==> src/rtl/working_set_page_replacement_core_assert.svh <==
// Assertion macros for the working set page replacement core.
// Included by the top level; expects signals named clk and rst_n in scope.
`ifndef WORKING_SET_PAGE_REPLACEMENT_CORE_ASSERT_SVH
`define WORKING_SET_PAGE_REPLACEMENT_CORE_ASSERT_SVH

// Same-cycle implication, disabled while reset is asserted.
`define WSPR_ASSERT_NOW(lbl, ante, cons, msg) \
  lbl: assert property (@(posedge clk) disable iff (!rst_n) (ante) |-> (cons)) \
    else $error(msg);

// Next-cycle implication, disabled while reset is asserted.
`define WSPR_ASSERT_NEXT(lbl, ante, cons, msg) \
  lbl: assert property (@(posedge clk) disable iff (!rst_n) (ante) |=> (cons)) \
    else $error(msg);

`endif

==> src/rtl/wspr_pkg.sv <==
// Shared types and constants for the working set page replacement core.
// No dependencies; used by wspr_store and the top level.
package wspr_pkg;

  // Recency stamp width.
  localparam int STAMP_W = 32;

  // Configuration port.
  localparam int CFG_IDX_W  = 1;
  localparam int CFG_DATA_W = 6;
  localparam logic [CFG_IDX_W-1:0] CFG_POLICY  = 1'b0;
  localparam logic [CFG_IDX_W-1:0] CFG_WS_SIZE = 1'b1;

  // Item operation codes.
  localparam logic OP_ACCESS = 1'b0;
  localparam logic OP_FAULT  = 1'b1;

  // Replacement policy codes.
  localparam logic POL_LRU   = 1'b0;
  localparam logic POL_CLOCK = 1'b1;

  // Slot store update codes.
  localparam logic [1:0] ST_NONE  = 2'd0;
  localparam logic [1:0] ST_PLACE = 2'd1;
  localparam logic [1:0] ST_TOUCH = 2'd2;
  localparam logic [1:0] ST_CLEAR = 2'd3;

  // Update command from the sequencer to the slot store.
  typedef struct packed {
    logic [1:0] op;
    logic       is_write;
  } st_ctl_t;

endpackage

==> src/rtl/working_set_page_replacement_core.sv <==
// Working set page replacement core. Items are taken one at a time; in_stall is high
// from acceptance until the result has been loaded into the output register, which
// may still be waiting for its transfer when the next item is accepted. With n the
// active slot count (ws_size clamped to 1..WS_MAX), an access scans up to n slots, a
// fault searches from the hand up to n slots for a free one, an LRU eviction scans
// the stamps of all n slots and a clock eviction's second-chance sweep may pass n + 1
// slots; a result may also wait for the previous one to leave the output register.
// The sequencer visits one slot per cycle through the single read port of the page
// and stamp memories and the one shared comparator. Configuration writes go through
// cfg_we, cfg_index and cfg_data and are expected only while the core is idle.
// Depends on wspr_pkg, wspr_store, wspr_cmp and the assertion macro header.
`include "working_set_page_replacement_core_assert.svh"

module working_set_page_replacement_core #(
  parameter int WS_MAX    = 32,
  parameter int PAGE_BITS = 20
) (
  input  logic                              clk,
  input  logic                              rst_n,
  // Configuration port
  input  logic                              cfg_we,
  input  logic [wspr_pkg::CFG_IDX_W-1:0]    cfg_index,
  input  logic [wspr_pkg::CFG_DATA_W-1:0]   cfg_data,
  // Input channel
  input  logic                              in_valid,
  output logic                              in_stall,
  input  logic                              in_operation,
  input  logic [PAGE_BITS-1:0]              in_page_number,
  input  logic                              in_is_write,
  // Result channel
  output logic                              out_valid,
  input  logic                              out_stall,
  output logic                              out_hit,
  output logic [$clog2(WS_MAX)-1:0]         out_slot,
  output logic                              out_evicted,
  output logic [PAGE_BITS-1:0]              out_victim_page,
  output logic                              out_write_back
);

  localparam int SLOT_W = $clog2(WS_MAX);
  localparam int CNT_W  = $clog2(WS_MAX + 1);
  localparam int WSC_W  = (CNT_W > wspr_pkg::CFG_DATA_W) ? CNT_W : wspr_pkg::CFG_DATA_W;
  localparam int CMP_W  = (PAGE_BITS > wspr_pkg::STAMP_W) ? PAGE_BITS : wspr_pkg::STAMP_W;
  localparam logic [WSC_W-1:0] WS_MAX_C = WSC_W'(WS_MAX);

  // Sequencer states.
  localparam logic [3:0] S_IDLE  = 4'd0;
  localparam logic [3:0] S_ACC   = 4'd1;
  localparam logic [3:0] S_FREE  = 4'd2;
  localparam logic [3:0] S_LRU   = 4'd3;
  localparam logic [3:0] S_CLK   = 4'd4;
  localparam logic [3:0] S_VRD   = 4'd5;
  localparam logic [3:0] S_VGET  = 4'd6;
  localparam logic [3:0] S_PLACE = 4'd7;
  localparam logic [3:0] S_OUT   = 4'd8;

  logic [3:0]                   state_r, state_nxt;
  logic                         policy_r;
  logic [wspr_pkg::CFG_DATA_W-1:0] ws_size_r;
  logic [SLOT_W-1:0]            hand_r, hand_nxt;
  logic [wspr_pkg::STAMP_W-1:0] tick_r, tick_nxt;
  logic [PAGE_BITS-1:0]         page_r, page_nxt;
  logic                         wr_r, wr_nxt;
  logic [CNT_W-1:0]             n_r, n_nxt;
  logic [CNT_W-1:0]             idx_r, idx_nxt;
  logic [CNT_W-1:0]             cnt_r, cnt_nxt;
  logic                         cmp_vld_r, cmp_vld_nxt;
  logic [SLOT_W-1:0]            cmp_idx_r, cmp_idx_nxt;
  logic [SLOT_W-1:0]            cur_r, cur_nxt;
  logic [SLOT_W-1:0]            vic_r, vic_nxt;
  logic [wspr_pkg::STAMP_W-1:0] best_stamp_r, best_stamp_nxt;
  logic [SLOT_W-1:0]            best_idx_r, best_idx_nxt;
  logic                         res_hit_r, res_hit_nxt;
  logic [SLOT_W-1:0]            res_slot_r, res_slot_nxt;
  logic                         res_ev_r, res_ev_nxt;
  logic [PAGE_BITS-1:0]         res_vpage_r, res_vpage_nxt;
  logic                         res_wb_r, res_wb_nxt;
  logic                         out_valid_r, out_valid_nxt;
  logic                         out_hit_r, out_hit_nxt;
  logic [SLOT_W-1:0]            out_slot_r, out_slot_nxt;
  logic                         out_ev_r, out_ev_nxt;
  logic [PAGE_BITS-1:0]         out_vpage_r, out_vpage_nxt;
  logic                         out_wb_r, out_wb_nxt;

  logic [WSC_W-1:0]             ws_ext;
  logic [CNT_W-1:0]             n_cur;
  logic [SLOT_W-1:0]            hand_start;
  logic [CNT_W-1:0]             cur_inc;
  logic [SLOT_W-1:0]            cur_wrap;
  logic [CNT_W-1:0]             vic_inc;
  logic [SLOT_W-1:0]            vic_wrap;
  logic                         in_xfer;
  logic                         out_xfer;

  wspr_pkg::st_ctl_t            st_ctl;
  logic [SLOT_W-1:0]            st_idx;
  logic [SLOT_W-1:0]            rd_idx;
  logic [PAGE_BITS-1:0]         rd_page;
  logic [wspr_pkg::STAMP_W-1:0] rd_stamp;
  logic [WS_MAX-1:0]            valid_vec;
  logic [WS_MAX-1:0]            used_vec;
  logic [WS_MAX-1:0]            mod_vec;
  logic [CMP_W-1:0]             cmp_a;
  logic [CMP_W-1:0]             cmp_b;
  logic                         cmp_eq;
  logic                         cmp_lt;

  // Slot store and shared comparator.
  wspr_store #(
    .WS_MAX   (WS_MAX),
    .PAGE_BITS(PAGE_BITS),
    .SLOT_W   (SLOT_W)
  ) u_store (
    .clk      (clk),
    .rst_n    (rst_n),
    .ctl      (st_ctl),
    .wr_idx   (st_idx),
    .wr_page  (page_r),
    .wr_stamp (tick_r),
    .rd_idx   (rd_idx),
    .rd_page  (rd_page),
    .rd_stamp (rd_stamp),
    .valid_vec(valid_vec),
    .used_vec (used_vec),
    .mod_vec  (mod_vec)
  );

  wspr_cmp #(
    .DW(CMP_W)
  ) u_cmp (
    .a (cmp_a),
    .b (cmp_b),
    .eq(cmp_eq),
    .lt(cmp_lt)
  );

  // Active slot count: zero acts as one, large values clamp to WS_MAX.
  assign ws_ext = WSC_W'(ws_size_r);
  always_comb begin
    if (ws_size_r == '0) begin
      n_cur = CNT_W'(1);
    end else if (ws_ext > WS_MAX_C) begin
      n_cur = CNT_W'(WS_MAX);
    end else begin
      n_cur = CNT_W'(ws_ext);
    end
  end

  // Hand wraps to slot zero if it lies outside the active slots.
  assign hand_start = (CNT_W'(hand_r) >= n_cur) ? '0 : hand_r;

  // Next slot with wrap-around at the active count.
  assign cur_inc  = CNT_W'(cur_r) + CNT_W'(1);
  assign cur_wrap = (cur_inc >= n_r) ? '0 : cur_inc[SLOT_W-1:0];
  assign vic_inc  = CNT_W'(vic_r) + CNT_W'(1);
  assign vic_wrap = (vic_inc >= n_r) ? '0 : vic_inc[SLOT_W-1:0];

  assign in_stall = (state_r != S_IDLE);
  assign in_xfer  = in_valid && !in_stall;
  assign out_xfer = out_valid_r && !out_stall;

  // Comparator operands: page lookup during access, stamps during the LRU scan.
  assign cmp_a = (state_r == S_ACC) ? CMP_W'(page_r) : CMP_W'(rd_stamp);
  assign cmp_b = (state_r == S_ACC) ? CMP_W'(rd_page) : CMP_W'(best_stamp_r);

  // Memory read address.
  assign rd_idx = (state_r == S_VRD) ? vic_r : idx_r[SLOT_W-1:0];

  // Sequencer.
  always_comb begin
    state_nxt      = state_r;
    hand_nxt       = hand_r;
    tick_nxt       = tick_r;
    page_nxt       = page_r;
    wr_nxt         = wr_r;
    n_nxt          = n_r;
    idx_nxt        = idx_r;
    cnt_nxt        = cnt_r;
    cmp_vld_nxt    = cmp_vld_r;
    cmp_idx_nxt    = cmp_idx_r;
    cur_nxt        = cur_r;
    vic_nxt        = vic_r;
    best_stamp_nxt = best_stamp_r;
    best_idx_nxt   = best_idx_r;
    res_hit_nxt    = res_hit_r;
    res_slot_nxt   = res_slot_r;
    res_ev_nxt     = res_ev_r;
    res_vpage_nxt  = res_vpage_r;
    res_wb_nxt     = res_wb_r;
    st_ctl.op       = wspr_pkg::ST_NONE;
    st_ctl.is_write = wr_r;
    st_idx          = cur_r;

    case (state_r)
      S_IDLE: begin
        if (in_xfer) begin
          page_nxt      = in_page_number;
          wr_nxt        = in_is_write;
          n_nxt         = n_cur;
          idx_nxt       = '0;
          cnt_nxt       = '0;
          cmp_vld_nxt   = 1'b0;
          res_hit_nxt   = 1'b0;
          res_slot_nxt  = '0;
          res_ev_nxt    = 1'b0;
          res_vpage_nxt = '0;
          res_wb_nxt    = 1'b0;
          if (in_operation == wspr_pkg::OP_FAULT) begin
            hand_nxt  = hand_start;
            cur_nxt   = hand_start;
            state_nxt = S_FREE;
          end else begin
            state_nxt = S_ACC;
          end
        end
      end

      // Lookup: one slot issued per cycle, compared in the following cycle.
      S_ACC: begin
        if (cmp_vld_r && valid_vec[cmp_idx_r] && cmp_eq) begin
          st_ctl.op    = wspr_pkg::ST_TOUCH;
          st_idx       = cmp_idx_r;
          tick_nxt     = tick_r + wspr_pkg::STAMP_W'(1);
          res_hit_nxt  = 1'b1;
          res_slot_nxt = cmp_idx_r;
          state_nxt    = S_OUT;
        end else if (idx_r < n_r) begin
          cmp_vld_nxt = 1'b1;
          cmp_idx_nxt = idx_r[SLOT_W-1:0];
          idx_nxt     = idx_r + CNT_W'(1);
        end else begin
          cmp_vld_nxt = 1'b0;
          if (!cmp_vld_r) begin
            state_nxt = S_OUT;
          end
        end
      end

      // Free slot search from the hand.
      S_FREE: begin
        if (!valid_vec[cur_r]) begin
          vic_nxt   = cur_r;
          state_nxt = S_PLACE;
        end else if ((cnt_r + CNT_W'(1)) == n_r) begin
          if (policy_r == wspr_pkg::POL_LRU) begin
            idx_nxt     = '0;
            cmp_vld_nxt = 1'b0;
            state_nxt   = S_LRU;
          end else begin
            cur_nxt   = hand_r;
            state_nxt = S_CLK;
          end
        end else begin
          cur_nxt = cur_wrap;
          cnt_nxt = cnt_r + CNT_W'(1);
        end
      end

      // Oldest stamp search; strict less-than keeps the lowest index on ties.
      S_LRU: begin
        if (cmp_vld_r && ((cmp_idx_r == '0) || cmp_lt)) begin
          best_stamp_nxt = rd_stamp;
          best_idx_nxt   = cmp_idx_r;
        end
        if (idx_r < n_r) begin
          cmp_vld_nxt = 1'b1;
          cmp_idx_nxt = idx_r[SLOT_W-1:0];
          idx_nxt     = idx_r + CNT_W'(1);
        end else begin
          cmp_vld_nxt = 1'b0;
          if (!cmp_vld_r) begin
            vic_nxt   = best_idx_r;
            state_nxt = S_VRD;
          end
        end
      end

      // Second-chance sweep: clear used marks until a clear one is met.
      S_CLK: begin
        if (used_vec[cur_r]) begin
          st_ctl.op = wspr_pkg::ST_CLEAR;
          st_idx    = cur_r;
          cur_nxt   = cur_wrap;
        end else begin
          vic_nxt   = cur_r;
          state_nxt = S_VRD;
        end
      end

      S_VRD: begin
        state_nxt = S_VGET;
      end

      // Victim page arrives from the memory.
      S_VGET: begin
        res_ev_nxt    = 1'b1;
        res_vpage_nxt = rd_page;
        res_wb_nxt    = mod_vec[vic_r];
        state_nxt     = S_PLACE;
      end

      // Fill the chosen slot and move the hand past it.
      S_PLACE: begin
        st_ctl.op    = wspr_pkg::ST_PLACE;
        st_idx       = vic_r;
        tick_nxt     = tick_r + wspr_pkg::STAMP_W'(1);
        hand_nxt     = vic_wrap;
        res_slot_nxt = vic_r;
        state_nxt    = S_OUT;
      end

      S_OUT: begin
        if (!out_valid_r || !out_stall) begin
          state_nxt = S_IDLE;
        end
      end

      default: begin
        state_nxt = S_IDLE;
      end
    endcase
  end

  // Output register: loaded once the previous result has gone.
  always_comb begin
    out_valid_nxt = out_valid_r;
    out_hit_nxt   = out_hit_r;
    out_slot_nxt  = out_slot_r;
    out_ev_nxt    = out_ev_r;
    out_vpage_nxt = out_vpage_r;
    out_wb_nxt    = out_wb_r;
    if (out_xfer) begin
      out_valid_nxt = 1'b0;
    end
    if ((state_r == S_OUT) && (!out_valid_r || !out_stall)) begin
      out_valid_nxt = 1'b1;
      out_hit_nxt   = res_hit_r;
      out_slot_nxt  = res_slot_r;
      out_ev_nxt    = res_ev_r;
      out_vpage_nxt = res_vpage_r;
      out_wb_nxt    = res_wb_r;
    end
  end

  // Control registers and configuration.
  always_ff @(posedge clk) begin
    if (!rst_n) begin
      state_r     <= S_IDLE;
      out_valid_r <= 1'b0;
      policy_r    <= wspr_pkg::POL_CLOCK;
      ws_size_r   <= wspr_pkg::CFG_DATA_W'(32);
      hand_r      <= '0;
      tick_r      <= '0;
      cmp_vld_r   <= 1'b0;
    end else begin
      state_r     <= state_nxt;
      out_valid_r <= out_valid_nxt;
      hand_r      <= hand_nxt;
      tick_r      <= tick_nxt;
      cmp_vld_r   <= cmp_vld_nxt;
      if (cfg_we) begin
        case (cfg_index)
          wspr_pkg::CFG_POLICY:  policy_r  <= cfg_data[0];
          wspr_pkg::CFG_WS_SIZE: ws_size_r <= cfg_data;
          default:               policy_r  <= policy_r;
        endcase
      end
    end
  end

  // Payload registers.
  always_ff @(posedge clk) begin
    page_r       <= page_nxt;
    wr_r         <= wr_nxt;
    n_r          <= n_nxt;
    idx_r        <= idx_nxt;
    cnt_r        <= cnt_nxt;
    cmp_idx_r    <= cmp_idx_nxt;
    cur_r        <= cur_nxt;
    vic_r        <= vic_nxt;
    best_stamp_r <= best_stamp_nxt;
    best_idx_r   <= best_idx_nxt;
    res_hit_r    <= res_hit_nxt;
    res_slot_r   <= res_slot_nxt;
    res_ev_r     <= res_ev_nxt;
    res_vpage_r  <= res_vpage_nxt;
    res_wb_r     <= res_wb_nxt;
    out_hit_r    <= out_hit_nxt;
    out_slot_r   <= out_slot_nxt;
    out_ev_r     <= out_ev_nxt;
    out_vpage_r  <= out_vpage_nxt;
    out_wb_r     <= out_wb_nxt;
  end

  assign out_valid       = out_valid_r;
  assign out_hit         = out_hit_r;
  assign out_slot        = out_slot_r;
  assign out_evicted     = out_ev_r;
  assign out_victim_page = out_vpage_r;
  assign out_write_back  = out_wb_r;

  // Checks on the sequencer.
  `WSPR_ASSERT_NEXT(a_busy_after_accept, in_xfer, in_stall, "core not busy after an accepted transfer")
  `WSPR_ASSERT_NOW(a_free_scan_bound, state_r == S_FREE, cnt_r < n_r, "free slot scan overran the active slots")
  `WSPR_ASSERT_NOW(a_victim_valid, state_r == S_VGET, valid_vec[vic_r], "eviction chose an empty slot")
  `WSPR_ASSERT_NEXT(a_tick_step, state_r == S_PLACE, tick_r == $past(tick_r) + wspr_pkg::STAMP_W'(1), "tick did not advance on a fill")

endmodule

==> src/rtl/wspr_store.sv <==
// Slot store: page and stamp memories with one write and one registered read port,
// plus the valid, used and modified flags. Depends on wspr_pkg.
module wspr_store #(
  parameter int WS_MAX    = 32,
  parameter int PAGE_BITS = 20,
  parameter int SLOT_W    = 5
) (
  input  logic                        clk,
  input  logic                        rst_n,
  input  wspr_pkg::st_ctl_t           ctl,
  input  logic [SLOT_W-1:0]           wr_idx,
  input  logic [PAGE_BITS-1:0]        wr_page,
  input  logic [wspr_pkg::STAMP_W-1:0] wr_stamp,
  input  logic [SLOT_W-1:0]           rd_idx,
  output logic [PAGE_BITS-1:0]        rd_page,
  output logic [wspr_pkg::STAMP_W-1:0] rd_stamp,
  output logic [WS_MAX-1:0]           valid_vec,
  output logic [WS_MAX-1:0]           used_vec,
  output logic [WS_MAX-1:0]           mod_vec
);

  logic [PAGE_BITS-1:0]         page_mem [WS_MAX];
  logic [wspr_pkg::STAMP_W-1:0] stamp_mem [WS_MAX];
  logic [PAGE_BITS-1:0]         rd_page_r;
  logic [wspr_pkg::STAMP_W-1:0] rd_stamp_r;
  logic [WS_MAX-1:0]            valid_r, valid_nxt;
  logic [WS_MAX-1:0]            used_r, used_nxt;
  logic [WS_MAX-1:0]            mod_r, mod_nxt;
  logic                         mem_we;

  assign mem_we = (ctl.op == wspr_pkg::ST_PLACE) || (ctl.op == wspr_pkg::ST_TOUCH);

  // Memories: one write and one registered read per cycle.
  always_ff @(posedge clk) begin
    if (mem_we) begin
      page_mem[wr_idx]  <= wr_page;
      stamp_mem[wr_idx] <= wr_stamp;
    end
    rd_page_r  <= page_mem[rd_idx];
    rd_stamp_r <= stamp_mem[rd_idx];
  end

  // Flag updates for the addressed slot.
  always_comb begin
    valid_nxt = valid_r;
    used_nxt  = used_r;
    mod_nxt   = mod_r;
    case (ctl.op)
      wspr_pkg::ST_PLACE: begin
        valid_nxt[wr_idx] = 1'b1;
        used_nxt[wr_idx]  = 1'b1;
        mod_nxt[wr_idx]   = ctl.is_write;
      end
      wspr_pkg::ST_TOUCH: begin
        used_nxt[wr_idx] = 1'b1;
        if (ctl.is_write) begin
          mod_nxt[wr_idx] = 1'b1;
        end
      end
      wspr_pkg::ST_CLEAR: begin
        used_nxt[wr_idx] = 1'b0;
      end
      default: begin
        valid_nxt = valid_r;
      end
    endcase
  end

  always_ff @(posedge clk) begin
    if (!rst_n) begin
      valid_r <= '0;
      used_r  <= '0;
      mod_r   <= '0;
    end else begin
      valid_r <= valid_nxt;
      used_r  <= used_nxt;
      mod_r   <= mod_nxt;
    end
  end

  assign rd_page   = rd_page_r;
  assign rd_stamp  = rd_stamp_r;
  assign valid_vec = valid_r;
  assign used_vec  = used_r;
  assign mod_vec   = mod_r;

endmodule

==> src/rtl/wspr_cmp.sv <==
// Shared compare unit: equality for page lookup and unsigned less-than for stamps.
// No dependencies.
module wspr_cmp #(
  parameter int DW = 32
) (
  input  logic [DW-1:0] a,
  input  logic [DW-1:0] b,
  output logic          eq,
  output logic          lt
);

  // One comparator pair, operands chosen by the sequencer.
  assign eq = (a == b);
  assign lt = (a < b);

endmodule

==> config.mk <==
export PLATFORM = sky130hd
export DESIGN_NAME = working_set_page_replacement_core
export DESIGN_NICKNAME = d
export VERILOG_FILES = /design/src/rtl/wspr_pkg.sv /design/src/rtl/working_set_page_replacement_core.sv /design/src/rtl/wspr_store.sv /design/src/rtl/wspr_cmp.sv
export VERILOG_INCLUDE_DIRS = /design/src /design/src/rtl
export SDC_FILE = /design/constraint.sdc
export NUM_CORES = 2
export LEC_CHECK = 0
export BUFFER_PORTS_ARGS = -buffer_cell sky130_fd_sc_hd__buf_2
export CAP_MARGIN = 0
export CORE_MARGIN = 3
export CORE_UTILIZATION = 63
export DETAILED_ROUTE_END_ITERATION = 10
export PLACE_DENSITY_LB_ADDON = 0.3
export SYNTH_ARGS = -nofsm -noshare
export SYNTH_HDL_FRONTEND = slang
export SYNTH_SLANG_ARGS = --single-unit
==> constraint.sdc <==
create_clock -name clk -period 8 [get_ports clk]
set_input_delay 1.6 -clock clk [delete_from_list [all_inputs] [get_ports clk]]
set_output_delay 1.6 -clock clk [all_outputs]
set_load 0.05 [all_outputs]
# == Word level (Yosys, flattened, before mapping) ==
# Memories as Yosys holds them, arrays and structs flattened. A register that Yosys moved wholly into a read port is not among the register bits.
# Cells that the tools add are included.
# word_totals
output_inout_bits,30
mem_bits_rw,1664
mem_count,2
word_cells,221
inputBits,34
ff_bits,293
# mem_list
memory,words,width,rd,rd_clocked_by_memory_dff,write_ports,line,source
u_store.stamp_mem,32,32,1,1,1,wspr_store.sv:23,logic [wspr_pkg::STAMP_W-1:0] stamp_mem [WS_MAX];
u_store.page_mem,32,20,1,1,1,wspr_store.sv:22,logic [PAGE_BITS-1:0] page_mem [WS_MAX];
# op_classes
n_eq_ne,32
order_cmp,11
n_reduce_logical,47
addsub,5
bitwise,6
muxes,88
# op_table
cell,count
one-hot mux 32 bit (2 select lines),3
two-way mux 32 bit,4
OR 32 bit,3
two-way mux 5 bit,19
two-way mux 6 bit,10
one-hot mux 5 bit (3 select lines),3
two-way mux 4 bit,10
one-hot mux 20 bit (2 select lines),1
one-hot mux 4 bit (9 select lines),1
adder 32 x 1 -> 32 bit (second input constant),1
AND 32 bit,1
bitwise mux 32 bit,1
== test 32 bit,1
less-than comparator 32 bit,1
NOT 32 bit,1
one-hot mux 5 bit (2 select lines),3
!= test 2 bit (second input constant),14
less-than comparator 5 x 6 -> 1 bit (second input constant),4
one-hot mux 6 bit (4 select lines),1
binary-select mux 1 bit (select 5 bit),4
two-way mux 20 bit,1
nonzero test 2 bit,9
== test 4 x 3 -> 1 bit (second input constant),4
two-way mux 1 bit,16
other kinds (39),73

# == Logic depth before layout (Yosys ltp) ==
# depth
depth_word,13
ltp_mapped,22
ltp_nobuf,18

# == Modules after synthesis ==
# A second synthesis with hierarchy kept.
# unflattened
hier_cells,5070
hier_area_um2,80588.5
# modules_own_cells
mod,area_per_inst_um2,cells_per_inst,n_inst,seq_area_each_um2
wspr_store,69710.6,4117,1,52930.8
working_set_page_replacement_core,10069.7,838,1,5415.2
wspr_cmp,808.3,115,1,0.0

# == Worst setup path before layout ==
# No wires, ideal clock.
# synth_path
path_kind,register -> register
start,register state_r[2]
end,memory u_store.page_mem[0][0] (enable)
required_ns,7.537
arrival_time_ns,6.292
stages_incl_launch_ff,20
setup_slack_ns,1.245
path_buffers,7
setup_time_ns,0.463
period_less_slack_ns,6.755
path_cell_list,dfxtp_1 buf_2 nor2_1 nand3_1 buf_2 inv_1 buf_2 buf_1 mux2i_1 ha_1 nand4_1 nor4_1 o2111ai_2 or3_1 buf_6 a31o_4 buf_6 or3_4 buf_6 nor2_1
# synth_between
elab_chain_len,10
elab_cells_between_ends,16
cone_classes,6 x eq/ne; 8 x mux; 2 x reduce/logical
# synth_rtl
element,line,source
start: declaration,working_set_page_replacement_core.sv:57,"logic [3:0] state_r, state_nxt;"
start signal: assignment,working_set_page_replacement_core.sv:356,state_r <= state_nxt;
== test 4 x 1 -> 1 bit,"working_set_page_replacement_core.sv:163, working_set_page_replacement_core.sv:164, working_set_page_replacement_core.sv:194",
two-way mux 32 bit (on tied branches),"working_set_page_replacement_core.sv:163, working_set_page_replacement_core.sv:164",
== test 32 bit,wspr_cmp.sv:13,assign eq = (a == b);
logical AND 1 bit,working_set_page_replacement_core.sv:220,if (cmp_vld_r && valid_vec[cmp_idx_r] && cmp_eq) begin
two-way mux 2 bit,working_set_page_replacement_core.sv:220,
one-hot mux 2 bit (3 select lines),working_set_page_replacement_core.sv:194,case (state_r)
== test 2 x 1 -> 1 bit or == test 2 bit (tied branches),wspr_store.sv:31,assign mem_we = (ctl.op == wspr_pkg::ST_PLACE) || (ctl.op == wspr_pkg::ST_TOUCH);
logical OR 1 bit,wspr_store.sv:31,
two-way mux 1 bit,wspr_store.sv:35,if (mem_we) begin
two-way mux 1 bit (implied by the code),wspr_store.sv:36,page_mem[wr_idx] <= wr_page;
end: declaration,wspr_store.sv:22,
# Parallel ways exist; a longest one is shown, timed or not.

# == Worst setup path in the final report ==
# layout_path
start,register state_r[1]
end,memory u_store.stamp_mem[28][21] (netlist name) (enable)
# layout_between
elab_chain_len,10
elab_cells_between_ends,16
cone_classes,6 x eq/ne; 8 x mux; 2 x reduce/logical
# layout_rtl
element,line,source
== test 4 x 1 -> 1 bit,"working_set_page_replacement_core.sv:163, working_set_page_replacement_core.sv:164, working_set_page_replacement_core.sv:194",
two-way mux 32 bit (on tied branches),"working_set_page_replacement_core.sv:163, working_set_page_replacement_core.sv:164",
== test 32 bit,wspr_cmp.sv:13,
logical AND 1 bit,working_set_page_replacement_core.sv:220,
two-way mux 2 bit,working_set_page_replacement_core.sv:220,
one-hot mux 2 bit (3 select lines),working_set_page_replacement_core.sv:194,
== test 2 x 1 -> 1 bit or == test 2 bit (tied branches),wspr_store.sv:31,
logical OR 1 bit,wspr_store.sv:31,
two-way mux 1 bit,wspr_store.sv:35,
two-way mux 1 bit (implied by the code),wspr_store.sv:37,stamp_mem[wr_idx] <= wr_stamp;
end: declaration,wspr_store.sv:23,
# Parallel ways exist; a longest one is shown, timed or not.

==> impl_metrics.csv <==
group,metric,value,unit
critical_path,reg2reg_slack,1.07,ns
clock_network,cts_hold_buf,0,
finish,syn_to_final_growth,11.4,%
synth,async_flop_share,0,%
place,io_buffers,63,
synth,ys.warnings.count,0,
sta,slew-limit-headroom,14.8,%
route,viasPerCell,6.89,
finish,drive_gt1_share,21.1,%
floorplanning,die_area,0.130,sq mm
route,drcViolationCount,0,
sta,hold_viol,0,
synth,yosysSeqAreaShare,73.9,%
sta,fmax,144,MHz
finish,seq_area,0.0584,sq mm
place,dp_hpwl,113000,um
synth,synth_seq_cells,2009,
run_status,status,"finished clean",
route,ant_nets,0,
route,vias,44002,
critical_path,cp_max_fo,55,
floorplanning,io-pin-count,64,
clock_network,path_clk_slew,0.06,ns
place,gp_congestion,0.912,
sta,final-setup-viol-count,0,
floorplanning,core_area,0.124,sq mm
critical_path,endpoint,"u_store.stamp_mem[28][21]$_DFFE_PP_",
route,routedWlPerCell,31.8,um
critical_path,r2r_end,"u_store.stamp_mem[28][21]$_DFFE_PP_",
finish,final_common_cell,"edfxtp_1",
power,ir_worst_vdd,0.345,mV
sta,maxSlewViolCount,0,
clock_network,post_cts_buffers,0,
critical_path,setup.worst_path.start,"state_r[1]$_SDFFE_PN0P_",
route,routed_wl,203000,um
critical_path,cp_data_arrival_time,7.37,ns
job,drv_cap,0,
sta,min_period,6.93,ns
global_route,grt_overflow,0,
finish,stdcell_count,6390,
finish,final_cell_mix,"edfxtp_1 (1,811), nand2_1 (656), mux4_2 (444), nand3_1 (303), clkbuf_16 (193)",
route,drt_first_pass_iters,8,
floorplanning,die_h,360,um
synth,avgSynthCellArea,17.7,sq um
critical_path,startpoint_type,"flip-flop",
floorplanning,start_util,63.6,%
floorplanning,die_w,360,um
clock_network,cts_tree,"built",
finish,nets,4687,
global_route,antenna_found_initial,7,
sta,rsz0062_at_grt,"no",
synth,syn_area,0.0789,sq mm
power,p_leak,29.4,nW
sta,period_share,86.6,%
synth,synth_fp_nets,4562,
synth,synth_edf_count,1811,
clock_network,cts_resized,0,
clock_network,clk_root_buffer_cell,"clkbuf_16",
global_route,grt_pass1_vias,43883,
critical_path,required,8.44,ns
hold_path,min_from,"res_vpage_r[18]$_SDFFCE_PN0P_",
synth,yosysUniqueCellTypes,65,
finish,post-route-util,70.9,%
clock_network,clock_sinks,2009,
global_route,grtUsageTotal,31.7,%
route,drtIter0Drc,6661,
critical_path,path_class,"flip-flop to flip-flop",
synth,netlist_instances,4465,
sta,fin_skew,0.0356,ns
place,place_area,0.0816,sq mm
global_route,grt_start_max_net_pins,154,
finish,fill_cells,7206,
clock_network,numCtsBuffers,190,
global_route,grt_pass1_wl,300000,um
finish,multi_input_area,0.0197,sq mm
hold_path,hold_class,"flip-flop to flip-flop",
synth,synth_top_flop_cell,"edfxtp_1",
sta,tightest_slew,1.28,ns
clock_network,clk_path_buf_depth,3,
sta,holdWs,0.417,ns
place,place_inst,6035,
floorplanning,num_rows,129,
finish,finalInstanceArea,0.0879,sq mm
clock_network,clk_latency,0.81,ns
sta,tns,0,ns
power,p_per_area,347,mW/mm^2
critical_path,reg2reg_depth,13,
critical_path,r2r_start,"state_r[1]$_SDFFE_PN0P_",
clock_network,htree_levels,4,
critical_path,cp-end-kind,"flip-flop",
-- logic make-up (layout without fill, tap and decap cells) --
logic type      Yosys count  after routing  synth area share (%)
fa+ha+maj                63             63                 0.999
simple gates           1250           1250                  6.94
buf+inv                 290            575                  1.56
other cells               0              3                     0
compound gates          310            310                  2.61
flops                  2009           2009                  73.9
mux                     493            493                  13.4
xor+xnor                 50             50                 0.555
-- power breakdown --
part	switching [mW]	internal, mW	leakage, nW
clock network	3.92	5.22	3.08
registers	0.427	12.0	18.2
logic	5.61	3.27	8.09
total	9.96	20.5	29.4
-- state kept, by name (all words and copies together), names as in the netlist, 20 cells and up, named ones only --
register           count
u_store.rd_page       20
out_victim_page       20
u_store.valid_vec     32
tick_r                32
u_store.rd_stamp      32
u_store.mod_vec       32
best_stamp_r          32
page_r                20
u_store.stamp_mem   1024
res_vpage_r           20
u_store.page_mem     640
-- stage by stage --
stage	power, mW	worst slack, ns
floorplan	18.4	1.25
global placement	21.2	1.63
detailed placement	21.3	1.33
CTS	30.5	1.29
global route	31.5	0.722
finish	30.5	1.07
-- routing by layer --
layer | wire, um | track usage (%) | up-vias
met5 | 24 | 0 | -
met4 | 9390 | 13.4 | 4
met3 | 24000 | 7.30 | 521
met2 | 96400 | 48.9 | 3219
met1 | 73300 | 44.7 | 22466
li1 | - | - | 17792
-- synthesized netlist by cell type (20+ instances only) --
cell	instances	area share, %
dfxtp_1	198	5.0
inv_1	30	0.14
mux4_2	444	13
edfxtp_1	1811	69
a21oi_1	55	0.35
ha_1	63	1.0
o211ai_1	27	0.26
nand3_1	304	1.9
o21ai_0	44	0.28
buf_2	59	0.37
xnor2_1	21	0.23
o21ai_1	46	0.29
mux2i_1	39	0.49
o21a_1	20	0.19
nor2_1	141	0.67
buf_1	31	0.15
clkbuf_1	155	0.74
o31ai_1	23	0.22
xor2_1	29	0.32
nand2_1	656	3.1
and2_1	44	0.35
-- critical path: stages (launching register included) --
cell and delay (ns):
dfxtp_1 0.56, clkinv_1 0.34, nand3_2 0.18, buf_4 0.51, mux2i_1 0.18, ha_1 0.32, nand4_1 0.25, nor4_1 0.44
o2111ai_2 0.32, o31a_1 0.38, o31ai_1 0.31, nand3_1 1.04, nor2_4 1.08, buf_4 0.55
-- final cells by class --
cell class / count / share of cell area (%)
clock buffers: 245 / 5.88
inverters: 33 / 0.141
repair buffers: 190 / 1.59
flip-flops and latches: 2009 / 66.4
diodes: 3 / 0.00854
well taps: 1637 / 2.33
clock inverters: 107 / 1.31
multi-input cells: 2166 / 22.4
-- how the worst min path moves through the flow --
| stage | end | slack, ns | depth (start not counted) |
|---|---|---|---|
| finish | out_victim_page[18]$_DFFE_PP_ | 0.42 | 0 |
| global route | out_victim_page[14]$_DFFE_PP_ | 0.43 | 0 |
| CTS | out_victim_page[18]$_DFFE_PP_ | 0.42 | 0 |
| detailed placement | out_victim_page[18]$_DFFE_PP_ | 0.40 | 0 |
| global placement | out_victim_page[3]$_DFFE_PP_ | 0.40 | 0 |
| floorplan | best_stamp_r[20]$_DFFE_PP_ | 0.40 | 0 |
Power figures use the tool's default switching activity.
